**config.mk**
```make
export PLATFORM = sky130hd
export DESIGN_NAME = iaih_front
export DESIGN_NICKNAME = d
export VERILOG_FILES = /design/src/rtl/iaih_pkg.sv /design/src/rtl/iaih_front.sv
export SDC_FILE = /design/constraint.sdc
export NUM_CORES = 1
export LEC_CHECK = 0
export ABC_AREA = 0
export BUFFER_PORTS_ARGS = -buffer_cell sky130_fd_sc_hd__buf_2
export CORE_MARGIN = 4
export CORE_UTILIZATION = 55
export CTS_CLUSTER_DIAMETER = 200
export DETAILED_ROUTE_END_ITERATION = 16
export HOLD_SLACK_MARGIN = 0.05
export PLACE_DENSITY = 0.76
export REMOVE_ABC_BUFFERS = 1
export SLEW_MARGIN = 20
export SYNTH_ARGS = -nofsm -noshare
export SYNTH_HDL_FRONTEND = slang
export SYNTH_SLANG_ARGS = --single-unit
export TNS_END_PERCENT = 1
```
**constraint.sdc**
```tcl
create_clock -name clk -period 6.2 [get_ports clk]
set_clock_uncertainty 0.1 [all_clocks]
set_input_delay 1.55 -clock clk [delete_from_list [all_inputs] [get_ports clk]]
set_output_delay 1.55 -clock clk [all_outputs]
set_load 0.005 [all_outputs]
```
**src/rtl/iaih_pkg.sv**
```systemverilog
`default_nettype none
package iaih_pkg;

  localparam int NUM_BUCKETS = 15;
  localparam int COUNT_W     = 32;
  localparam int SUM_W       = 64;
  localparam int TS_W        = 63;
  localparam int BKT_W       = 4;
  localparam int QDEPTH      = 2;

  localparam logic [BKT_W-1:0] LAST_BUCKET = BKT_W'(NUM_BUCKETS - 1);

  localparam logic [1:0] FUNC_ENTER = 2'd0;
  localparam logic [1:0] FUNC_EXIT  = 2'd1;
  localparam logic [1:0] FUNC_READ  = 2'd2;
  localparam logic [1:0] FUNC_CLEAR = 2'd3;

  // upper bounds (exclusive) in ns for buckets 4..13 of the nonuniform table
  localparam logic signed [SUM_W-1:0] NONUNI_LIM [10] = '{
    64'sd3000, 64'sd11000, 64'sd21000, 64'sd71000, 64'sd86000,
    64'sd101000, 64'sd125000, 64'sd201000, 64'sd801000, 64'sd1000001000
  };
  // inclusive upper bounds in ns for the negative buckets 0..3
  localparam logic signed [SUM_W-1:0] NEG_LIM [4] = '{
    -64'sd1001000, -64'sd101000, -64'sd11000, -64'sd1000
  };
  // exclusive upper bounds in ns for buckets 1..13 of the power-of-two table
  localparam logic signed [SUM_W-1:0] POW2_LIM [13] = '{
    64'sd2000, 64'sd3000, 64'sd5000, 64'sd9000, 64'sd17000, 64'sd33000,
    64'sd65000, 64'sd129000, 64'sd257000, 64'sd513000, 64'sd1025000,
    64'sd2049000, 64'sd4097000
  };

  typedef struct packed {
    logic [1:0]              func;
    logic [BKT_W-1:0]        bucket;
    logic signed [SUM_W-1:0] dur;
  } op_t;

  typedef struct packed {
    logic [COUNT_W-1:0] active_count;
    logic [COUNT_W-1:0] idle_count;
    logic [SUM_W-1:0]   active_sum;
    logic [SUM_W-1:0]   idle_sum;
  } bkt_entry_t;

  // microsecond truncation folded into the ns thresholds
  function automatic logic [BKT_W-1:0] classify(input logic signed [SUM_W-1:0] dur,
                                                input logic sel);
    logic [BKT_W-1:0] b;
    b = LAST_BUCKET;
    if (sel) begin
      for (int i = 12; i >= 0; i--) begin
        if (dur < POW2_LIM[i]) b = BKT_W'(i + 1);
      end
      if (dur < 64'sd1000) b = '0;
    end else begin
      for (int i = 9; i >= 0; i--) begin
        if (dur < NONUNI_LIM[i]) b = BKT_W'(i + 4);
      end
      for (int i = 3; i >= 0; i--) begin
        if (dur <= NEG_LIM[i]) b = BKT_W'(i);
      end
    end
    return b;
  endfunction

endpackage
`default_nettype wire

```
**src/rtl/iaih_front.sv**
```systemverilog
`default_nettype none
module iaih_front (
  input  wire logic                        clk,
  input  wire logic                        rst_n,
  input  wire logic                        table_select,
  input  wire logic                        in_valid,
  output logic                             in_stall,
  input  wire logic [1:0]                  in_func,
  input  wire logic [iaih_pkg::TS_W-1:0]   in_timestamp_ns,
  input  wire logic [iaih_pkg::BKT_W-1:0]  in_read_bucket,
  output logic                             push_valid,
  output iaih_pkg::op_t                    push_data,
  input  wire logic                        q_full
);

  logic                              s1_valid_r;
  logic [1:0]                        s1_func_r;
  logic signed [iaih_pkg::SUM_W-1:0] s1_dur_r;
  logic [iaih_pkg::BKT_W-1:0]        s1_rb_r;
  logic [iaih_pkg::TS_W-1:0]         last_enter_r;
  logic [iaih_pkg::TS_W-1:0]         last_exit_r;
  logic                              accept;
  logic signed [iaih_pkg::SUM_W-1:0] dur_nxt;
  logic [iaih_pkg::BKT_W-1:0]        rb_nxt;
  logic [iaih_pkg::BKT_W-1:0]        bucket;

  assign in_stall = s1_valid_r && q_full;
  assign accept   = in_valid && !in_stall;

  always_comb begin
    if (in_func == iaih_pkg::FUNC_EXIT) begin
      dur_nxt = {1'b0, in_timestamp_ns} - {1'b0, last_enter_r};
    end else begin
      dur_nxt = {1'b0, in_timestamp_ns} - {1'b0, last_exit_r};
    end
    rb_nxt = (in_read_bucket > iaih_pkg::LAST_BUCKET) ? iaih_pkg::LAST_BUCKET : in_read_bucket;
  end

  always_ff @(posedge clk) begin
    if (!rst_n) begin
      s1_valid_r   <= 1'b0;
      last_enter_r <= '0;
      last_exit_r  <= '0;
    end else begin
      if (accept) begin
        s1_valid_r <= 1'b1;
        if (in_func == iaih_pkg::FUNC_ENTER) last_enter_r <= in_timestamp_ns;
        if (in_func == iaih_pkg::FUNC_EXIT)  last_exit_r  <= in_timestamp_ns;
      end else if (!q_full) begin
        s1_valid_r <= 1'b0;
      end
    end
  end

  always_ff @(posedge clk) begin
    if (accept) begin
      s1_func_r <= in_func;
      s1_dur_r  <= dur_nxt;
      s1_rb_r   <= rb_nxt;
    end
  end

  always_comb begin
    case (s1_func_r)
      iaih_pkg::FUNC_ENTER, iaih_pkg::FUNC_EXIT: bucket = iaih_pkg::classify(s1_dur_r,
                                                                             table_select);
      iaih_pkg::FUNC_READ: bucket = s1_rb_r;
      default:             bucket = '0;
    endcase
  end

  assign push_valid       = s1_valid_r;
  assign push_data.func   = s1_func_r;
  assign push_data.bucket = bucket;
  assign push_data.dur    = s1_dur_r;

endmodule
`default_nettype wire

```
==> reports/qor.yml <==
run_status:
  status: "completed"
critical_path:
  worstPathRequired_ps: 4550
  regToRegSetupSlack_ps: 2510
  path_max_fanout: 14
  r2r_cells: 13
  r2r_end: "s1_dur_r[56]$_DFFE_PP_"
  crit_arrival_ps: 3710
  worstSetupEndpointType: "primary output"
  r2r-start: "last_exit_r[0]$_SDFFE_PN0P_"
  cp-start-kind: "flop"
  crit_type: "flop to primary output"
floorplan:
  initial_core_util_pct: 56.2
  die_h_um: 158
  row_count: 54
  core_um2: 21900
  ios: 146
  die_w_um: 158
  dieArea_um2: 24800
global_route:
  track_usage_pct: 27.7
  first_global_vias: 10500
  overflow: 0
  antenna_found_initial: 0
  grt_max_degree: 128
  grt_pass1_wl_mm: 55.1
placed_design:
  dp_hpwl_mm: 25.4
  place.port_buffers: 145
  gp_congestion: 0.938
yosys:
  netlist.area_leader.share_pct: 20.7
  ys_types: 66
  ys_seq_area_share_pct: 37.8
  ys_seq_elements: 197
  muxShareOfSynthArea_pct: 5.22
  synth_edf_count: 70
  synth_compound_area_share_pct: 23.3
  syn_area_um2: 12300
  syn_inst: 1472
  synth_top_family_by_area: "compound AO/OA/AOI/OAI gates"
  synth_fa_ha_area_share_pct: 6.57
  synth.avg_cell_area_um2: 8.36
  synth_xor_xnor_area_share_pct: 4.13
  synth_warnings: 0
  synth_ff_type: "dfxtp_1"
  netlist.top_cell.by_area: "dfxtp_1"
  yosys.area_share.simple_pct: 19.6
  synth.area.top_cells: "dfxtp_1 (21%), edfxtp_1 (17%), nand2_1 (9.9%), a21boi_0 (7.9%), ha_1 (6.4%)"
  synthArstFlopShare_pct: 0
cells_and_area:
  fin_nets: 1701
  area_growth_pct: 11.8
  fin_util_pct: 62.8
  final_cell_mix: "nand2_1 (323), buf_2 (145), a21boi_0 (129)"
  diodes: 0
  final_layout_size_suffix_gt1_share_pct: 13.0
  final_common_cell: "nand2_1"
timing:
  rsz0062_at_grt: "no"
  hold_ws_ps: 366
  max_freq_mhz: 187
  slew_viol_final: 0
  fin_crit_sh_pct: 86.5
  relSlewSlack_pct: 37.4
  finalHoldViolations: 0
  setup_viol: 0
  fin_crit_ps: 5360
  tightest_slew_ps: 938
min_path:
  whs_path_depth: 2
  whs_endpoint: "last_enter_r[42]$_SDFFE_PN0P_"
  hold_path_class: "flop to flop"
  min-delay-start: "last_enter_r[42]$_SDFFE_PN0P_"
drt:
  ant_nets: 0
  first_pass_iters: 5
  drc: 0
  vias: 11300
  vias_per_cell: 6.07
  wirelength_mm: 34.9
  routedWlPerCell_um: 18.8
  drt_iter0_drc: 1101
clock_tree:
  cts_buffer_depth: 2
  clk_pin_slew_worst_paths_ps: 80
  post_cts_resize_count: 0
  cts.sinks: 197
  clockRootBuffer: "clkbuf_16"
  clock_latency_ps: 440
  postCtsHoldBufs: 0
  cts_max_level: 4
  cts-buffers-inserted: 17
  cts_setup_buffers: 0
  cts_tree: "yes"
power:
  p_leak_nw: 5.29
  ir_drop_v: 0.000190
  p_per_area_nw_per_um2: 245
flow_run:
  drv_cap: 0
[kinds of logic (layout without fill, tap and decap cells)]
kind of cell | count (synthesis) | count (layout)
AO/OA/AOI/OAI | 429 | 429
XOR/XNOR | 58 | 58
adder cells (fa/ha/maj) | 64 | 64
buffers and inverters | 111 | 215
flip-flops | 197 | 197
multiplexers | 64 | 64
AND/OR/NAND/NOR | 549 | 549
[power by group]
part | switching (mW) | total [mW] | internal [mW]
combinational | 0.412 | 0.689 | 0.277
clock | 0.555 | 1.13 | 0.574
sequential | 0.114 | 1.56 | 1.44
total | 1.08 | 3.37 | 2.29
[worst max-delay path by stage]
| stage | from | endpoint | slack, ps | depth (start not counted) |
|---|---|---|---|---|
| 2_1_floorplan | in_func[1] | s1_dur_r[60]$_DFFE_PP_ | -660 | 14 |
| 3_3_place_gp | in_func[1] | s1_dur_r[56]$_DFFE_PP_ | 830 | 15 |
| 3_5_place_dp | in_func[1] | s1_dur_r[56]$_DFFE_PP_ | 670 | 15 |
| 4_1_cts | s1_dur_r[7]$_DFFE_PP_ | push_data[64] | 930 | 11 |
| 5_1_grt | s1_dur_r[7]$_DFFE_PP_ | push_data[64] | 440 | 11 |
| 6_report | s1_dur_r[7]$_DFFE_PP_ | push_data[64] | 840 | 11 |
[layer usage]
| metal | vias to the layer above | global-route usage [%] | routed length [µm] |
|---|---|---|---|
| met2 | 487 | 42.8 | 15200 |
| met1 | 5243 | 39.2 | 15600 |
| met4 | 0 | 9.22 | 1100 |
| li1 | 5452 | - | - |
| met5 | - | 0 | 0 |
| met3 | 77 | 4.92 | 2960 |
[state kept, by name (all words and copies together), names as in the netlist]
register      flops
last_enter_r     63
last_exit_r      63
push_valid        1
s1_dur_r         64
s1_func_r         2
s1_rb_r           4
[synthesized netlist by cell type (all sizes together) (26+ instances only)]
master / n
a21oi: 100
a21boi: 129
dfxtp: 127
nand4: 26
inv: 30
nor2: 75
nor3: 26
clkbuf: 71
xnor2: 40
ha: 63
nand3: 27
nand2: 323
edfxtp: 70
o21ai: 63
mux2i: 63
[layout make-up]
class	count	area, µm²
clock buffers	17	425
clock inverters	15	166
fillers	1947	8130
inverters	30	114
multi-input cells	1164	7250
flip-flops and latches	197	4640
well taps	280	350
repair buffers	153	802
[worst max-delay path, stage by stage (launching register included)]
cell and delay (ps):
edfxtp_1 660, o2111ai_1 370, o21ai_0 620, o21ai_0 170
a211oi_1 490, nor3_1 90, a21oi_1 120, o21ai_0 100
o211ai_1 130, a31oi_1 110, a311o_1 290, buf_2 130
[stage by stage]
step	TNS (ps)	cells	total power, mW	instance area (µm²)	setup WS [ps]
3_3_place_gp	0	1824	2.25	13200	830
4_1_cts	0	1856	3.37	13800	933
6_report	0	1856	3.37	13800	839
5_1_grt	0	1856	3.51	13800	443
2_1_floorplan	-12280	1391	1.98	12000	-662
3_5_place_dp	0	1824	2.26	13200	672
Note: power is estimated with default switching activity, not from simulation.
