==> config.mk <==
export PLATFORM = sky130hd
export DESIGN_NAME = iaih_queue
export DESIGN_NICKNAME = d
export VERILOG_FILES = /design/src/rtl/iaih_pkg.sv /design/src/rtl/iaih_queue.sv
export SDC_FILE = /design/constraint.sdc
export NUM_CORES = 1
export LEC_CHECK = 0
export ABC_CLOCK_PERIOD_IN_PS = 10300
export BUFFER_PORTS_ARGS = -buffer_cell sky130_fd_sc_hd__clkbuf_2
export CAP_MARGIN = 20
export CORE_MARGIN = 8
export CORE_UTILIZATION = 56
export CTS_CLUSTER_SIZE = 24
export DETAILED_ROUTE_END_ITERATION = 7
export PLACE_DENSITY = 0.85
export SYNTH_ARGS = -nofsm -noshare
export SYNTH_HDL_FRONTEND = slang
export SYNTH_SLANG_ARGS = --single-unit
export TNS_END_PERCENT = 5
==> constraint.sdc <==
create_clock -name clk -period 10.3 [get_ports clk]
set_input_delay 1.545 -clock clk [delete_from_list [all_inputs] [get_ports clk]]
set_output_delay 1.545 -clock clk [all_outputs]
set_load 0.01 [all_outputs]
==> src/rtl/iaih_pkg.sv <==
`default_nettype none
package iaih_pkg;

  localparam int NUM_BUCKETS = 15;
  localparam int COUNT_W     = 32;
  localparam int SUM_W       = 64;
  localparam int TS_W        = 63;
  localparam int BKT_W       = 4;
  localparam int QDEPTH      = 2;

  localparam logic [BKT_W-1:0] LAST_BUCKET = BKT_W'(NUM_BUCKETS - 1);

  localparam logic [1:0] FUNC_ENTER = 2'd0;
  localparam logic [1:0] FUNC_EXIT  = 2'd1;
  localparam logic [1:0] FUNC_READ  = 2'd2;
  localparam logic [1:0] FUNC_CLEAR = 2'd3;

  // upper bounds (exclusive) in ns for buckets 4..13 of the nonuniform table
  localparam logic signed [SUM_W-1:0] NONUNI_LIM [10] = '{
    64'sd3000, 64'sd11000, 64'sd21000, 64'sd71000, 64'sd86000,
    64'sd101000, 64'sd125000, 64'sd201000, 64'sd801000, 64'sd1000001000
  };
  // inclusive upper bounds in ns for the negative buckets 0..3
  localparam logic signed [SUM_W-1:0] NEG_LIM [4] = '{
    -64'sd1001000, -64'sd101000, -64'sd11000, -64'sd1000
  };
  // exclusive upper bounds in ns for buckets 1..13 of the power-of-two table
  localparam logic signed [SUM_W-1:0] POW2_LIM [13] = '{
    64'sd2000, 64'sd3000, 64'sd5000, 64'sd9000, 64'sd17000, 64'sd33000,
    64'sd65000, 64'sd129000, 64'sd257000, 64'sd513000, 64'sd1025000,
    64'sd2049000, 64'sd4097000
  };

  typedef struct packed {
    logic [1:0]              func;
    logic [BKT_W-1:0]        bucket;
    logic signed [SUM_W-1:0] dur;
  } op_t;

  typedef struct packed {
    logic [COUNT_W-1:0] active_count;
    logic [COUNT_W-1:0] idle_count;
    logic [SUM_W-1:0]   active_sum;
    logic [SUM_W-1:0]   idle_sum;
  } bkt_entry_t;

  // microsecond truncation folded into the ns thresholds
  function automatic logic [BKT_W-1:0] classify(input logic signed [SUM_W-1:0] dur,
                                                input logic sel);
    logic [BKT_W-1:0] b;
    b = LAST_BUCKET;
    if (sel) begin
      for (int i = 12; i >= 0; i--) begin
        if (dur < POW2_LIM[i]) b = BKT_W'(i + 1);
      end
      if (dur < 64'sd1000) b = '0;
    end else begin
      for (int i = 9; i >= 0; i--) begin
        if (dur < NONUNI_LIM[i]) b = BKT_W'(i + 4);
      end
      for (int i = 3; i >= 0; i--) begin
        if (dur <= NEG_LIM[i]) b = BKT_W'(i);
      end
    end
    return b;
  endfunction

endpackage
`default_nettype wire

==> src/rtl/iaih_queue.sv <==
`default_nettype none
module iaih_queue (
  input  wire logic          clk,
  input  wire logic          rst_n,
  input  wire logic          push,
  input  wire iaih_pkg::op_t push_data,
  output logic               full,
  input  wire logic          pop,
  output iaih_pkg::op_t      pop_data,
  output logic               empty
);

  localparam int PTR_W = $clog2(iaih_pkg::QDEPTH);

  iaih_pkg::op_t        entries_r [iaih_pkg::QDEPTH];
  logic [PTR_W-1:0]     wr_ptr_r;
  logic [PTR_W-1:0]     rd_ptr_r;
  logic [PTR_W:0]       cnt_r;
  logic                 push_ok;
  logic                 pop_ok;

  assign full     = (cnt_r == (PTR_W+1)'(iaih_pkg::QDEPTH));
  assign empty    = (cnt_r == '0);
  assign push_ok  = push && !full;
  assign pop_ok   = pop && !empty;
  assign pop_data = entries_r[rd_ptr_r];

  always_ff @(posedge clk) begin
    if (!rst_n) begin
      wr_ptr_r <= '0;
      rd_ptr_r <= '0;
      cnt_r    <= '0;
    end else begin
      if (push_ok) wr_ptr_r <= wr_ptr_r + 1'b1;
      if (pop_ok)  rd_ptr_r <= rd_ptr_r + 1'b1;
      if (push_ok && !pop_ok) cnt_r <= cnt_r + 1'b1;
      else if (pop_ok && !push_ok) cnt_r <= cnt_r - 1'b1;
    end
  end

  always_ff @(posedge clk) begin
    if (push_ok) entries_r[wr_ptr_r] <= push_data;
  end

endmodule
`default_nettype wire

==> results of run 1 <==
cell usage in the layout, fill, tap and decap left out, drive strengths merged:
cell	instances
edfxtp	140
a21boi	2
nor2	2
nand2b	1
nor3	1
inv	4
xnor2	2
clkinv	4
o21a	1
bufinv	5
or3	1
dfxtp	5
clkbuf	163
buf	2
and2	3
xor2	1
ha	1
and3	1
clkinvlp	3
o21ai	2
mux2	70
cells by family (layout without fill, tap and decap cells):
kind of cell	after synthesis	in the layout
DFF	145	145
muxes	70	70
buffers and inverters	10	181
and+or+nand+nor	9	9
AOI/OAI and AO/OA	5	5
xor gates and xnor gates	3	3
adders and majority gates	1	1
worst max-delay path by stage:
| stage | startpoint | endpoint | slack (ps) | cells after the start |
|---|---|---|---|---|
| finish | flop | pop_data[18] | 6680 | 2 |
| global placement | flop | pop_data[55] | 7210 | 2 |
| floorplan | push | entries_r[0][0]$_DFFE_PP_ | 5450 | 2 |
| detailed placement | flop | pop_data[18] | 7180 | 2 |
| global route | flop | pop_data[48] | 6570 | 2 |
| CTS | flop | pop_data[18] | 6630 | 2 |
sequential cells by signal, indices dropped and copies added (netlist names), named ones only:
register,cells
entries_r,140
wr_ptr_r,1
rd_ptr_r,1
cnt_r,2
per-stage QoR:
stage | total power [mW] | hold WS, ps
after floorplan | 1.028 | 483.3
after detailed placement | 1.183 | 541.0
after global placement | 1.168 | 504.9
after global routing | 1.877 | 566.1
final | 1.807 | 549.2
after CTS | 1.826 | 551.6
metal layers:
metal  up-vias  GRT usage  share of wire
met1      1377     0.1670           0.39
li1       1274          -              -
met2       103     0.2785           0.53
met5         -          0              0
met4         0    0.06217          0.011
met3        12    0.06709          0.070
power by group:
group,switching [mW],total [mW],leakage [nW],internal [mW]
sequential,0.0587,0.802,1.35,0.743
combinational,0.183,0.364,0.928,0.181
clock,0.224,0.642,0.297,0.417
total,0.466,1.81,2.57,1.34
layout make-up:
cell class / count / area, um2 / share of cell area
sequential: 145 / 4308 / 0.6382
multi-input combinational: 88 / 925.9 / 0.1372
timing repair buffer: 147 / 740.7 / 0.1097
clock buffer: 18 / 417.9 / 0.06191
clock inverter: 14 / 211.5 / 0.03133
tap: 111 / 138.9 / 0.02057
inverter: 2 / 7.507 / 0.001112
critical path: cells and delay by family (launching register included):
family | cells | cell delay, ps
multiplexers | 1 | 440
flip-flops | 1 | 980
buffers and inverters | 1 | 140
==> results.ini, run 1 <==
[run_status]
status = complete, no violations

[die]
rows = 35
die_x_um = 113.0
start_util = 0.5727
dieArea_um2 = 12760
core_area_um2 = 9196
pin_count = 146
fp.dieH_um = 113.0

[worst_setup_path]
path_cells = mux2_2 > clkbuf_2
path_class = flop to output pin
setup.reg_to_reg.worst_slack_ps = 8390
reg2reg_depth = 2
cp_data_arrival_time_ps = 2070
cp_slowest_cell = dfxtp_4
start_kind = flop
r2r_start = cnt_r[0]$_SDFFE_PN0P_
worstReg2RegEnd = entries_r[1][67]$_DFFE_PP_
critPathRequiredTime_ps = 8760
worstPathMaxFanout = 70
slowest_delay_ps = 980
endpoint_kind = output pin

[placed_design]
portBuffers = 145
dp_slack_ps = 7185
detailed_place_hpwl_um = 6677
placed_cells = 493
dpl_cell_area_um2 = 6121
place.gp.congestion = 0.7119

[synth]
synth_largest_area_cell = edfxtp_1
ys_types = 20
ys.flop_type = edfxtp_1
yosys-top-cells-area = edfxtp_1 80%, mux2_2 15%, dfxtp_1 1.9%, buf_2 0.76%, and2_1 0.36%
synth_fp_nets = 318
synth_top_area_share = 0.7983
yosysMostFrequentCell = edfxtp_1
syn_area_um2 = 5266
yosys.area_share.xor_xnor = 0.004989
synth_top_family_by_area = multiplexers
yosys.area_share.simple = 0.01045
syn_avg_cell_area_um2 = 21.67
yosysSeqAreaShare = 0.8173
synth_warnings = 0
synth_compound_area_frac = 0.006177
muxShareOfSynthArea = 0.1497
async_reset_ff_frac = 0
synth_seq_cells = 145
synth-edff-count = 140
synth_common_cells = 140 x edfxtp_1, 70 x mux2_2, 8 x buf_2
synthAdderAreaFrac = 0.002376
synthesis.instances = 243

[cts]
cts_num_sinks = 145
cts_tree = yes
cts.clk_slew.worst_paths_ps = 60
htree_levels = 4
cts_buffers = 17
cts_hold_buf = 0
worstSkewPairLatency_ps = 500
cts_root_buf = clkbuf_8
cts_resized = 0
cts_setup_buffers = 0
cts_buffer_depth = 2

[sta]
rsz0062_at_grt = no
setup_violations = 0
fmax_ghz = 0.2764
setup_tns_ps = 0
worstMarginPinSlew_ps = 994.3
hold_viol = 0
skew_ps = 5.301
maxSlewViolCount = 0
period_share = 0.3512
fin_crit_ps = 3617
layout_setup_ws_ps = 6683
max_slew_margin = 0.3371

[global_route]
antenna_found_initial = 0
grt_overflow = 0
track_usage = 0.1593
grt_pass1_wl_um = 15440
grt_pass1_vias = 3107
grt_max_degree = 71

[pwr]
vdd_drop_max_mv = 0.1822
power_density_nw_per_um2 = 267.7
p_leak_nw = 2.574

[cells_and_area]
area_delta_synth_final_pct = 28.18
post-route-util = 0.7340
final_area_um2 = 6750
drive_above_1_share = 0.6039
antennaDiodeCount = 0
fin_cells = 525
finalNetCount = 476
n_fill_cell = 588

[worst_hold_path]
hold_path_class = flop to flop
whs_path_depth = 2
hold_path_end = cnt_r[1]$_SDFFE_PN0P_
hp-start = cnt_r[1]$_SDFFE_PN0P_

[routing]
dr.pass1.iters = 4
wl_um = 10110
vias = 2766
drtIter0Drc = 85
wl_per_cell_um = 19.26
drc = 0
vias_per_cell = 5.269
ant_nets = 0

[flow_run]
drv_cap = 0

(Power assumes the default switching activity.)
==> run 2: changes to the inputs <==
--- a/config.mk
+++ b/config.mk
@@ -5,14 +5,14 @@
 export SDC_FILE = /design/constraint.sdc
 export NUM_CORES = 1
 export LEC_CHECK = 0
-export ABC_CLOCK_PERIOD_IN_PS = 10300
+export ABC_CLOCK_PERIOD_IN_PS = 3100
 export BUFFER_PORTS_ARGS = -buffer_cell sky130_fd_sc_hd__clkbuf_2
 export CAP_MARGIN = 20
 export CORE_MARGIN = 8
-export CORE_UTILIZATION = 56
+export CORE_UTILIZATION = 47
 export CTS_CLUSTER_SIZE = 24
 export DETAILED_ROUTE_END_ITERATION = 7
-export PLACE_DENSITY = 0.85
+export PLACE_DENSITY = 0.76
 export SYNTH_ARGS = -nofsm -noshare
 export SYNTH_HDL_FRONTEND = slang
 export SYNTH_SLANG_ARGS = --single-unit
==> constraint.sdc (replaced) <==
create_clock -name clk -period 3.1 [get_ports clk]
set_input_delay 0.465 -clock clk [delete_from_list [all_inputs] [get_ports clk]]
set_output_delay 0.465 -clock clk [all_outputs]
set_load 0.01 [all_outputs]
==> results.ini, run 2 (same netlist as run 1, synthesis figures left out) <==
[worst_setup_path]
cp_data_arrival_time_ps = 2060  ; about the same
path_cells = mux2_2 > clkbuf_2
critPathRequiredTime_ps = 2630  ; -6130 ps
start_kind = flop
path_class = flop to output pin
slowest_delay_ps = 950  ; -30 ps
endpoint_kind = output pin
cp_slowest_cell = dfxtp_4
r2r_start = cnt_r[0]$_SDFFE_PN0P_
setup.reg_to_reg.worst_slack_ps = 1230  ; -7160 ps
reg2reg_depth = 2  ; unchanged
worstPathMaxFanout = 70  ; unchanged
worstReg2RegEnd = entries_r[1][45]$_DFFE_PP_

[cts]
htree_levels = 4  ; unchanged
cts.clk_slew.worst_paths_ps = 60  ; about the same
cts_num_sinks = 145  ; unchanged
cts_root_buf = clkbuf_8
cts_hold_buf = 0  ; unchanged
cts_resized = 0  ; unchanged
cts_buffer_depth = 2  ; unchanged
cts_buffers = 17  ; unchanged
cts_setup_buffers = 0  ; unchanged
cts_tree = yes
worstSkewPairLatency_ps = 510  ; about the same

[routing]
vias = 2758  ; -0.29%
dr_wl_met2_um = 4935  ; -7.7%
drt-met1-wl_um = 3991  ; +1.3%
dr.pass1.iters = 4  ; unchanged
drtIter0Drc = 143  ; +68%
drc = 0  ; unchanged
top_layer_used = met4
wl_met3_um = 802  ; +12%
ant_nets = 0  ; unchanged
wl_um = 9820  ; -2.9%
vias_per_cell = 4.978  ; -5.5%
wl_per_cell_um = 17.73  ; -8.0%

[pwr]
p_int_mw = 4.289  ; +220%
fin_total_pwr_mw = 5.821  ; +220%
vdd_drop_max_mv = 0.6787  ; +270%
clockPowerShare = 0.338  ; -0.017
p_sw_frac = 0.2633  ; +0.005337
p_sw_mw = 1.533  ; +230%
p_leak_nw = 2.556  ; -0.73%
seqPwrFrac = 0.456  ; +0.012
combPwrFrac = 0.206  ; +0.005
power_density_nw_per_um2 = 863.5  ; +220%

[sta]
setup_violations = 0  ; unchanged
period_share = 0.8132
layout_setup_ws_ps = 579.2  ; -6103 ps
rsz0062_at_grt = no
maxSlewViolCount = 0  ; unchanged
hold_viol = 0  ; unchanged
fmax_ghz = 0.3967
setup_tns_ps = 0  ; unchanged
max_slew_margin = 0.3568  ; +0.01967
fin_crit_ps = 2521
worstMarginPinSlew_ps = 964.8  ; -29.51 ps
skew_ps = 6.252  ; +0.9515 ps

[placed_design]
detailed_place_hpwl_um = 6532  ; -2.2%
place.gp.congestion = 0.7140  ; +0.29%
dp_slack_ps = 1081  ; -6104 ps
placed_cells = 522  ; +5.9%
portBuffers = 145  ; unchanged

[die]
rows = 38  ; +8.6%
die_x_um = 121.9  ; +7.9%
core_area_um2 = 10890  ; +18%
fp.dieH_um = 121.9  ; +7.9%
pin_count = 146  ; unchanged
dieArea_um2 = 14850  ; +16%
start_util = 0.4837  ; -0.08897

[run_status]
status = complete, no violations

[cells_and_area]
finalNetCount = 476  ; unchanged
largest_register_ffs = 140  ; unchanged
largestRegisters = entries_r (140), cnt_r (2)
most-common-layout-cells = 145 x clkbuf_2, 140 x edfxtp_1, 70 x mux2_2
area_delta_synth_final_pct = 28.01
regMostFlops = entries_r
fin_cells = 554  ; +5.5%
antennaDiodeCount = 0  ; unchanged
drive_above_1_share = 0.6063  ; +0.002415
post-route-util = 0.6192  ; -0.1148
final_common_cell = clkbuf_2

[worst_hold_path]
hp-start = push_data[18]
hold_path_end = entries_r[1][18]$_DFFE_PP_
hold_path_class = input pin to flop
whs_path_depth = 1  ; -1

[global_route]
grt_max_degree = 71  ; unchanged
grt_overflow = 0  ; unchanged
grt_pass1_vias = 3060  ; -1.5%
grt_pass1_wl_um = 15220  ; -1.4%
antenna_found_initial = 0  ; unchanged
track_usage = 0.1364  ; -0.02290

[flow_run]
drv_cap = 0  ; unchanged

[run 2: cell count changes in the layout (fill, tap and decap cells not counted)]
cell	change
bufinv_16	-2
clkinv_1	-1
clkinv_2	+2
clkinv_4	+3
inv_6	-2
[run 2: through the flow]
| step | cell area (um2) | hold slack, ps |
|---|---|---|
| floorplan | 5273 | 483.3 |
| global placement | 6157 | 498.1 |
| detailed placement | 6157 | 539.2 |
| CTS | 6741 | 111.8 |
| global route | 6741 | 104.7 |
| finish | 6741 | 141.0 |
[run 2: power groups by stage]
stage	Sequential [mW]	Combinational, mW	Clock (mW)
floorplan	2.56	0.851	0
global placement	2.69	1.20	0
detailed placement	2.71	1.22	0
CTS	2.67	1.23	2.01
global route	2.70	1.30	2.10
finish	2.66	1.20	1.97
[run 2: critical path: cells and delay by family, from the launching register on]
kind                   cells  cell delay, ps
flip-flops                 1             950
multiplexers               1             440
buffers and inverters      1             140
[run 2: how the worst max path moves through the flow]
| stage | end | slack (ps) | depth (start not counted) |
|---|---|---|---|
| 5_1_grt | pop_data[42] | 440 | 2 |
| 3_5_place_dp | pop_data[1] | 1080 | 2 |
| 4_1_cts | pop_data[41] | 520 | 2 |
| 6_report | pop_data[1] | 580 | 2 |
| 2_1_floorplan | entries_r[0][0]$_DFFE_PP_ | 380 | 3 |
| 3_3_place_gp | pop_data[41] | 1050 | 2 |
[run 2: cell type report]
| type | count | area [um2] |
|---|---|---|
| multi-input cells | 88 | 925.9 |
| clock buffers | 18 | 417.9 |
| flip-flops and latches | 145 | 4308 |
| repair buffers | 147 | 740.7 |
| well taps | 140 | 175.2 |
| fillers | 838 | 4146 |
| clock inverters | 14 | 166.4 |
| inverters | 2 | 7.507 |
[run 2: metal layers]
| metal | track usage | up-vias |
|---|---|---|
| li1 | - | 1280 |
| met1 | 0.1509 | 1362 |
| met2 | 0.2262 | 105 |
| met3 | 0.05877 | 11 |
| met4 | 0.05783 | 0 |
| met5 | 0 | - |
